`config.mk`:
```
export PLATFORM = sky130hd
export DESIGN_NAME = bpa_ctrl
export DESIGN_NICKNAME = d
export VERILOG_FILES = /design/src/hdl/bpa_pkg.sv /design/src/hdl/bpa_ctrl.sv
export SDC_FILE = /design/constraint.sdc
export NUM_CORES = 1
export LEC_CHECK = 0
export ABC_CLOCK_PERIOD_IN_PS = 1300
export BUFFER_PORTS_ARGS = -buffer_cell sky130_fd_sc_hd__clkbuf_2
export CORE_MARGIN = 8
export CORE_UTILIZATION = 38
export CTS_CLUSTER_SIZE = 10
export DETAILED_ROUTE_END_ITERATION = 10
export HOLD_SLACK_MARGIN = 0.15
export PLACE_DENSITY = 0.83
export SLEW_MARGIN = 10
export SYNTH_ARGS = -nofsm -noshare
export SYNTH_HDL_FRONTEND = slang
export SYNTH_SLANG_ARGS = --single-unit
```
`constraint.sdc`:
```
create_clock -name clk -period 1.3 [get_ports clk]
set_input_delay 0.065 -clock clk [delete_from_list [all_inputs] [get_ports clk]]
set_output_delay 0.065 -clock clk [all_outputs]
set_load 0.02 [all_outputs]
```
`src/hdl/bpa_pkg.sv`:
```
// ----------------------------------------------------------------------------
// Bisulfite pileup accumulator package
// Shared types, constants, command and status bundles, and the strand map.
// ----------------------------------------------------------------------------
`default_nettype none

package bpa_pkg;

	// Table and buffer geometry.
	localparam int WINDOW   = 1024;
	localparam int WIN_W    = $clog2(WINDOW);
	localparam int MAX_READ = 512;
	localparam int BUF_W    = $clog2(MAX_READ);
	localparam int LEN_W    = $clog2(MAX_READ + 1);
	localparam int CATS     = 8;
	localparam int CAT_W    = $clog2(CATS);

	// Input item kinds.
	typedef enum logic [1:0] {
		KIND_CLEAR   = 2'd0,
		KIND_BEGIN   = 2'd1,
		KIND_BASE    = 2'd2,
		KIND_READOUT = 2'd3
	} kind_t;

	// Configuration register indexes.
	localparam logic [1:0] CFG_MIN_Q   = 2'd0;
	localparam logic [1:0] CFG_FILT_Q  = 2'd1;
	localparam logic [1:0] CFG_WIN_BEG = 2'd2;
	localparam logic [1:0] CFG_WIN_END = 2'd3;

	// Controller states.
	typedef enum logic [3:0] {
		ST_CLEAR,
		ST_IDLE,
		ST_HEAD_RD,
		ST_HEAD_CHK,
		ST_TAIL_RD,
		ST_TAIL_CHK,
		ST_POS_INIT,
		ST_OFF_INIT,
		ST_ACC_RD,
		ST_ACC_CHK,
		ST_ACC_WR,
		ST_DONE,
		ST_RO_RD,
		ST_RO_OUT
	} state_t;

	// One table row holds everything kept for one window position.
	typedef struct packed {
		logic [CATS-1:0][23:0] qsum;
		logic [CATS-1:0][15:0] cnt_rev;
		logic [CATS-1:0][15:0] cnt_fwd;
		logic [31:0]           mapq_sum;
		logic [15:0]           depth;
	} row_t;

	// Commands from the controller to the datapath.
	typedef struct packed {
		logic clr_rst;
		logic clr_wr;
		logic hdr_load;
		logic buf_append;
		logic len_clear;
		logic buf_rd;
		logic ptr_zero;
		logic ptr_inc;
		logic ptr_dec;
		logic ptr_tail;
		logic ptr_first;
		logic first_set;
		logic stop_set;
		logic pos_init;
		logic off_init;
		logic step_inc;
		logic tab_rd;
		logic tab_rd_ro;
		logic tab_wr;
		logic ro_load;
		logic out_load;
	} cmd_t;

	// Status from the datapath to the controller.
	typedef struct packed {
		logic clr_last;
		logic trim;
		logic ptr_last;
		logic acc_end;
		logic beyond;
		logic in_win;
		logic q_ok;
	} sts_t;

	// Strand-mapped category (zero based); strand three uses the row of strand zero.
	function automatic logic [CAT_W-1:0] category_of(input logic [1:0] strand,
		input logic [1:0] base);
		logic [CAT_W-1:0] c;
		c = '0;
		case (strand)
			2'd1: begin
				case (base)
					2'd0: c = CAT_W'(0);
					2'd1: c = CAT_W'(5);
					2'd2: c = CAT_W'(2);
					default: c = CAT_W'(7);
				endcase
			end
			2'd2: begin
				case (base)
					2'd0: c = CAT_W'(4);
					2'd1: c = CAT_W'(1);
					2'd2: c = CAT_W'(6);
					default: c = CAT_W'(3);
				endcase
			end
			default: begin
				case (base)
					2'd0: c = CAT_W'(0);
					2'd1: c = CAT_W'(1);
					2'd2: c = CAT_W'(2);
					default: c = CAT_W'(3);
				endcase
			end
		endcase
		return c;
	endfunction

endpackage

`default_nettype wire

```
`src/hdl/bpa_ctrl.sv`:
```
// ----------------------------------------------------------------------------
// Bisulfite pileup accumulator controller
// Sequences clearing, read buffering, trimming, accumulation and readout.
// ----------------------------------------------------------------------------
`default_nettype none

module bpa_ctrl (
	input  wire logic          clk,
	input  wire logic          arst_n,
	input  wire logic          in_valid,
	output logic               in_ready,
	input  wire logic [1:0]    in_kind,
	input  wire logic          in_last,
	output logic               out_valid,
	input  wire logic          out_ready,
	input  wire bpa_pkg::sts_t sts,
	output bpa_pkg::cmd_t      cmd
);

	bpa_pkg::state_t state_q, state_d;
	logic            out_valid_q;
	logic            out_free;
	logic            accept;

	assign out_free  = !out_valid_q || out_ready;
	assign in_ready  = (state_q == bpa_pkg::ST_IDLE);
	assign accept    = in_valid && in_ready;
	assign out_valid = out_valid_q;

	// State register; reset starts with a sweep that zeroes the table.
	always_ff @(posedge clk or negedge arst_n) begin
		if (!arst_n) begin
			state_q <= bpa_pkg::ST_CLEAR;
		end else begin
			state_q <= state_d;
		end
	end

	// Output valid flag of the result register.
	always_ff @(posedge clk or negedge arst_n) begin
		if (!arst_n) begin
			out_valid_q <= 1'b0;
		end else if (cmd.out_load) begin
			out_valid_q <= 1'b1;
		end else if (out_ready) begin
			out_valid_q <= 1'b0;
		end
	end

	// Next state and commands.
	always_comb begin
		state_d = state_q;
		cmd     = '0;
		case (state_q)
			bpa_pkg::ST_CLEAR: begin
				cmd.clr_wr = 1'b1;
				if (sts.clr_last) begin
					state_d = bpa_pkg::ST_IDLE;
				end
			end
			bpa_pkg::ST_IDLE: begin
				if (accept) begin
					case (bpa_pkg::kind_t'(in_kind))
						bpa_pkg::KIND_CLEAR: begin
							cmd.clr_rst = 1'b1;
							state_d     = bpa_pkg::ST_CLEAR;
						end
						bpa_pkg::KIND_BEGIN: begin
							cmd.hdr_load = 1'b1;
						end
						bpa_pkg::KIND_BASE: begin
							cmd.buf_append = 1'b1;
							if (in_last) begin
								cmd.ptr_zero = 1'b1;
								state_d      = bpa_pkg::ST_HEAD_RD;
							end
						end
						default: begin
							cmd.ro_load = 1'b1;
							state_d     = bpa_pkg::ST_RO_RD;
						end
					endcase
				end
			end
			bpa_pkg::ST_HEAD_RD: begin
				cmd.buf_rd = 1'b1;
				state_d    = bpa_pkg::ST_HEAD_CHK;
			end
			bpa_pkg::ST_HEAD_CHK: begin
				if (sts.trim) begin
					if (sts.ptr_last) begin
						state_d = bpa_pkg::ST_DONE;
					end else begin
						cmd.ptr_inc = 1'b1;
						state_d     = bpa_pkg::ST_HEAD_RD;
					end
				end else begin
					cmd.first_set = 1'b1;
					cmd.ptr_tail  = 1'b1;
					state_d       = bpa_pkg::ST_TAIL_RD;
				end
			end
			bpa_pkg::ST_TAIL_RD: begin
				cmd.buf_rd = 1'b1;
				state_d    = bpa_pkg::ST_TAIL_CHK;
			end
			bpa_pkg::ST_TAIL_CHK: begin
				// The first kept base stops this scan, so it never passes it.
				if (sts.trim) begin
					cmd.ptr_dec = 1'b1;
					state_d     = bpa_pkg::ST_TAIL_RD;
				end else begin
					cmd.stop_set  = 1'b1;
					cmd.ptr_first = 1'b1;
					state_d       = bpa_pkg::ST_POS_INIT;
				end
			end
			bpa_pkg::ST_POS_INIT: begin
				cmd.pos_init = 1'b1;
				state_d      = bpa_pkg::ST_OFF_INIT;
			end
			bpa_pkg::ST_OFF_INIT: begin
				cmd.off_init = 1'b1;
				state_d      = bpa_pkg::ST_ACC_RD;
			end
			bpa_pkg::ST_ACC_RD: begin
				if (sts.acc_end || sts.beyond) begin
					state_d = bpa_pkg::ST_DONE;
				end else begin
					cmd.buf_rd = 1'b1;
					state_d    = bpa_pkg::ST_ACC_CHK;
				end
			end
			bpa_pkg::ST_ACC_CHK: begin
				if (sts.in_win && sts.q_ok) begin
					cmd.tab_rd = 1'b1;
					state_d    = bpa_pkg::ST_ACC_WR;
				end else begin
					cmd.step_inc = 1'b1;
					state_d      = bpa_pkg::ST_ACC_RD;
				end
			end
			bpa_pkg::ST_ACC_WR: begin
				cmd.tab_wr   = 1'b1;
				cmd.step_inc = 1'b1;
				state_d      = bpa_pkg::ST_ACC_RD;
			end
			bpa_pkg::ST_DONE: begin
				cmd.len_clear = 1'b1;
				state_d       = bpa_pkg::ST_IDLE;
			end
			bpa_pkg::ST_RO_RD: begin
				cmd.tab_rd    = 1'b1;
				cmd.tab_rd_ro = 1'b1;
				state_d       = bpa_pkg::ST_RO_OUT;
			end
			bpa_pkg::ST_RO_OUT: begin
				if (out_free) begin
					cmd.out_load = 1'b1;
					state_d      = bpa_pkg::ST_IDLE;
				end
			end
			default: begin
				state_d = bpa_pkg::ST_IDLE;
			end
		endcase
	end

endmodule

`default_nettype wire

```
==> results by group, run 1 <==
Yosys
  – Async SR Flop Fraction: 100%
  – Yosys reg bits: 5
  – Post-synthesis sequential area ratio: 19.5%
  – Post-synth top flop: dfrtp_1
  – Post-Syn Instances: 85
  – EDFF count, synth: 0
  – Ys Warns: 0
  – Area of the mapped netlist: 643 um2
  – Syn Area/Cell: 7.57 um2
  – Netlist cell types: 38
  – Syn nets: 99

Clock network
  – TritonCTS Buffers: 3
  – Root buffer cell: clkbuf_4
  – H-tree levels: 1
  – Clock sink count: 5
  – Clock Tree Buf Depth: 2

Global routing
  – Initial antenna violation count: 0
  – Largest net degree at the start of global routing: 9

Floorplanning
  – Initial Utilization: 38.9%
  – Die width: 57.1 um
  – Chip height: 57.1 um
  – Ports: 37
  – Cell Rows: 15

STA
  – Worst EP post-GRT repair: cmd[15]
  – Worst_ep kind: output port

Run status
  – Error message: [ERROR DPL-0033] detailed placement checks failed during check placement.
  – Outcome: did not finish
  – Stop stage: global routing

Place
  – Gpl congestion: 0.847
  – Dpl hpwl: 1860 um
  – Port bufs: 36
[through the flow]
step / area (um2) / TNS, ns / hold WS (ns) / setup slack (ns) / cells
4_1_cts: 1450 / -3.24 / 0.157 / -0.214 / 168
3_3_place_gp: 1020 / -0.283 / -0.118 / -0.0553 / 149
2_1_floorplan: 742 / -0.134 / -0.231 / -0.0820 / 85
3_5_place_dp: 1020 / -0.725 / -0.116 / -0.0861 / 149
[cell usage after synthesis, types with 3 or more instances]
| library cell | number | area share (%) |
|---|---|---|
| nor2b_1 | 3 | 2.9 |
| nor2_1 | 12 | 7.0 |
| dfrtp_1 | 5 | 19 |
| buf_2 | 4 | 3.1 |
| a21oi_1 | 3 | 2.3 |
| nand2b_1 | 5 | 4.9 |
| nand2_1 | 5 | 2.9 |
| buf_4 | 3 | 3.5 |
| nor3_1 | 8 | 6.2 |
[timing repair]
action,4_1_cts
setup endpoints to repair,26
endpoints found under the hold margin,6
resized for setup,79
cloned,1
hold buffers,2
setup buffers,13
pin swaps,18
[logic make-up after synthesis]
logic type / after synthesis / synth area share [%]
mux: 1 / 1.56
compound gates: 22 / 30.5
simple gates: 45 / 36.6
fa+ha+maj: 1 / 1.75
buf+inv: 11 / 10.1
flops: 5 / 19.5
==> run 2: changes to the inputs <==
==> config.mk (replaced) <==
export PLATFORM = sky130hd
export DESIGN_NAME = bpa_ctrl
export DESIGN_NICKNAME = d
export VERILOG_FILES = /design/src/hdl/bpa_pkg.sv /design/src/hdl/bpa_ctrl.sv
export SDC_FILE = /design/constraint.sdc
export NUM_CORES = 1
export LEC_CHECK = 0
export ABC_CLOCK_PERIOD_IN_PS = 1690
export BUFFER_PORTS_ARGS = -buffer_cell sky130_fd_sc_hd__clkbuf_2
export CORE_AREA = 8 8 69 71
export DETAILED_ROUTE_END_ITERATION = 10
export DIE_AREA = 0 0 77 79
export PLACE_DENSITY_LB_ADDON = 0.15
export SLEW_MARGIN = 10
export SYNTH_ARGS = -nofsm -noshare
export SYNTH_HDL_FRONTEND = slang
export SYNTH_SLANG_ARGS = --single-unit
==> constraint.sdc (replaced) <==
create_clock -name clk -period 1.69 [get_ports clk]
set_input_delay 0.0845 -clock clk [delete_from_list [all_inputs] [get_ports clk]]
set_output_delay 0.0845 -clock clk [all_outputs]
set_load 0.02 [all_outputs]
==> results by group, run 2 <==
Run status
  – Outcome: finished, final reports clean (was did not finish)

Final layout
  – Layout cells sized above 1: 56.3%
  – Fillers: 450
  – Layout overhead on the synthesized area: 64.0%
  – Register area: 129 um2
  – Largest Register: state_q
  – Final Net Count: 150
  – Diodes inserted: 0
  – Number of flip-flops in the largest register: 4
  – Most common cell after layout, fill and taps aside: clkbuf_2
  – Area of the multi-input gates: 483 um2
  – Most frequent cells in the layout: 35 x clkbuf_2, 18 x buf_4, 11 x nor2_1
  – Final Instance Area: 1050 um2

Yosys
  – Share of the synthesized area in the top cell type: 19.5% (unchanged)
  – Post-synthesis sequential area ratio: 19.5% (unchanged)
  – Netlist cell types: 38 (unchanged)
  – Ys Warns: 0 (unchanged)
  – Post-synth top flop: dfrtp_1 (unchanged)
  – Area of the mapped netlist: 643 um2 (unchanged)
  – Syn Area/Cell: 7.57 um2 (unchanged)
  – Top cells by area in the synthesized netlist: dfrtp_1 19%, nor2_1 7.0%, o31ai_4 6.6% (unchanged)
  – Most numerous cell in the Yosys netlist: nor2_1 (unchanged)
  – Post-Syn Instances: 85 (unchanged)
  – EDFF count, synth: 0 (unchanged)
  – Async SR Flop Fraction: 100% (unchanged)
  – Leading area contributor after synthesis: dfrtp_1 (unchanged)
  – Yosys reg bits: 5 (unchanged)
  – Top cells by count, synth: 12 x nor2_1, 8 x nor3_1, 5 x dfrtp_1, 5 x nand2_1, 5 x nand2b_1 (unchanged)
  – Syn nets: 99 (unchanged)

Worst setup path
  – Startpoint types: flip-flop
  – Worst Path Required: 1.61 ns
  – CP Capture Type: output port
  – Critical path fanouts, max: 8
  – R2r startpoint: state_q[0]
  – Crit Path Category: reg -> out
  – Arrival time worst endpoint: 1.54 ns
  – Crit path from: state_q[1]

Global routing
  – Gr usage total: 7.13%
  – Initial antenna violation count: 0
  – Gr busiest metal: met2
  – Overflow after GRT: 0
  – Met1 Resource Use GR: 7.89%
  – Met3 usage: 2.37%
  – GRT met2 Usage: 12.4%
  – Largest net degree at the start of global routing: 15
  – First-pass GRT wire length: 3620 um
  – Vias in the first global route: 752

Power
  – Pwr dens: 1340 nW/um2
  – Total power: 1410 uW
  – Leak: 0.000489 uW
  – Worst vdd ir: 351 uV

STA
  – Tcrit/Tclk final: 96.1%
  – Slew Limit Headroom: 72.0%
  – Fmax: 616 MHz
  – Worst clock skew: 0.00138 ns
  – Actual slew at the worst max-slew pin: 0.418 ns
  – Final setup vio count: 0
  – Max-slew violation total from the final report: 0
  – Final Hold Fails: 0
  – Tmin final: 1.62 ns

Hold path
  – HP Class: in -> reg
  – Hold path start: sts[6]

Run
  – Max-cap violations: 0

Floorplanning
  – Die width: 77 um (was 57.1 um)
  – Cell Rows: 23 (was 15)
  – Chip height: 79 um (was 57.1 um)
  – Ports: 37 (unchanged)
  – Initial Utilization: 16.9% (was 38.9%)
  – Full die area: 6080 um2
  – Core area: 3800 um2

Clock network
  – TritonCTS clock tree: built
  – H-tree levels: 1 (unchanged)
  – Clk Latency, worst-skew pair: 0.22 ns
  – Clock Tree Buf Depth: 2 (unchanged)
  – Clock sink count: 5 (unchanged)
  – Clock transition at path regs: 0.04 ns
  – Root buffer cell: clkbuf_8 (was clkbuf_4)
  – TritonCTS Buffers: 3 (unchanged)

Place
  – Gpl congestion: 0.684 (was 0.847)
  – Dpl cell area: 886 um2 (was 1020 um2)
  – Dpl hpwl: 1880 um (was 1860 um)
  – Port bufs: 36 (unchanged)

Detailed routing
  – Antenna violation net count after detailed routing: 0
  – Routed WL: 2330 um
  – DRT iter0 DRCs: 30
  – Drt first pass iters: 4
  – Routed via count: 782
  – DRC Markers: 0
  – DR WL/cell: 12.6 um
  – Vias/cell: 4.23
==> run 2: cell counts after synthesis <==
Identical to the previous run, type by type.
==> run 2: cell families (layout without fill, tap and decap cells) <==
family,after synthesis,count (layout),share of synthesized area [%]
and+or+nand+nor,45,45,36.6
AOI/OAI and AO/OA,22,22,30.5
buffers and inverters,11,61,10.1
DFF,5,5,19.5
adders and majority gates,1,1,1.75
muxes,1,1,1.56
==> run 2: power breakdown <==
group          total [uW]  internal (uW)  switching, uW
Sequential            232            158           74.1
Combinational         955            458            497
Clock                 226            162           63.3
Total                1410            778            634
==> run 2: worst max-delay path, cell delays in order (launching register included) <==
cell and delay (ns):
dfrtp_2 0.44, and2b_2 0.28, nand3_1 0.15, nor3b_1 0.24
clkbuf_2 0.21
==> run 2: final timing paths <==
kind | cells past startpoint | slack, ns | to
worst min-delay path | 3 | 0.08 | state_q[0]
worst max register to register | 4 | 0.16 | state_q[2]
max in group asynchronous | 2 | 1.32 | state_q[2]
worst max-delay path | 4 | 0.07 | cmd[18]
worst min register to register | 2 | 0.71 | out_valid
min in group asynchronous | 2 | 0.22 | state_q[1]
==> run 2: through the flow <==
step                      hold slack [ns]  worst slack, ns  TNS, ns  utilization, %  cells
after global placement            -0.0868            0.183        0            23.3    169
after CTS                          0.0848          0.00257        0            25.1    174
after detailed placement          -0.0861            0.133        0            23.3    169
after floorplan                    -0.211           0.0631        0               -     85
after global routing               0.0980          -0.0227  -0.0227            27.8    185
final                              0.0783           0.0665        0            27.8    185
==> run 2: repair_timing <==
item,in CTS,in global routing
buffers inserted,0,11
hold endpoints to repair,5,0
gates resized for setup,6,5
pin swaps,0,0
setup endpoints to repair,4,5
hold buffers,1,0
==> run 2: area by class of cell <==
class,instances,area share (%)
repair buffers,55,31.1
inverters,2,0.712
clock buffers,4,4.27
well taps,50,5.93
flip-flops and latches,5,12.2
multi-input cells,69,45.8
==> run 2: layer usage <==
metal	up-vias	share of wire (%)	wire [um]
li1	408	-	-
met1	348	39	918
met2	22	52	1210
met3	4	7.5	175
met4	0	1.2	27
met5	-	0	0
(Power assumes the default switching activity.)
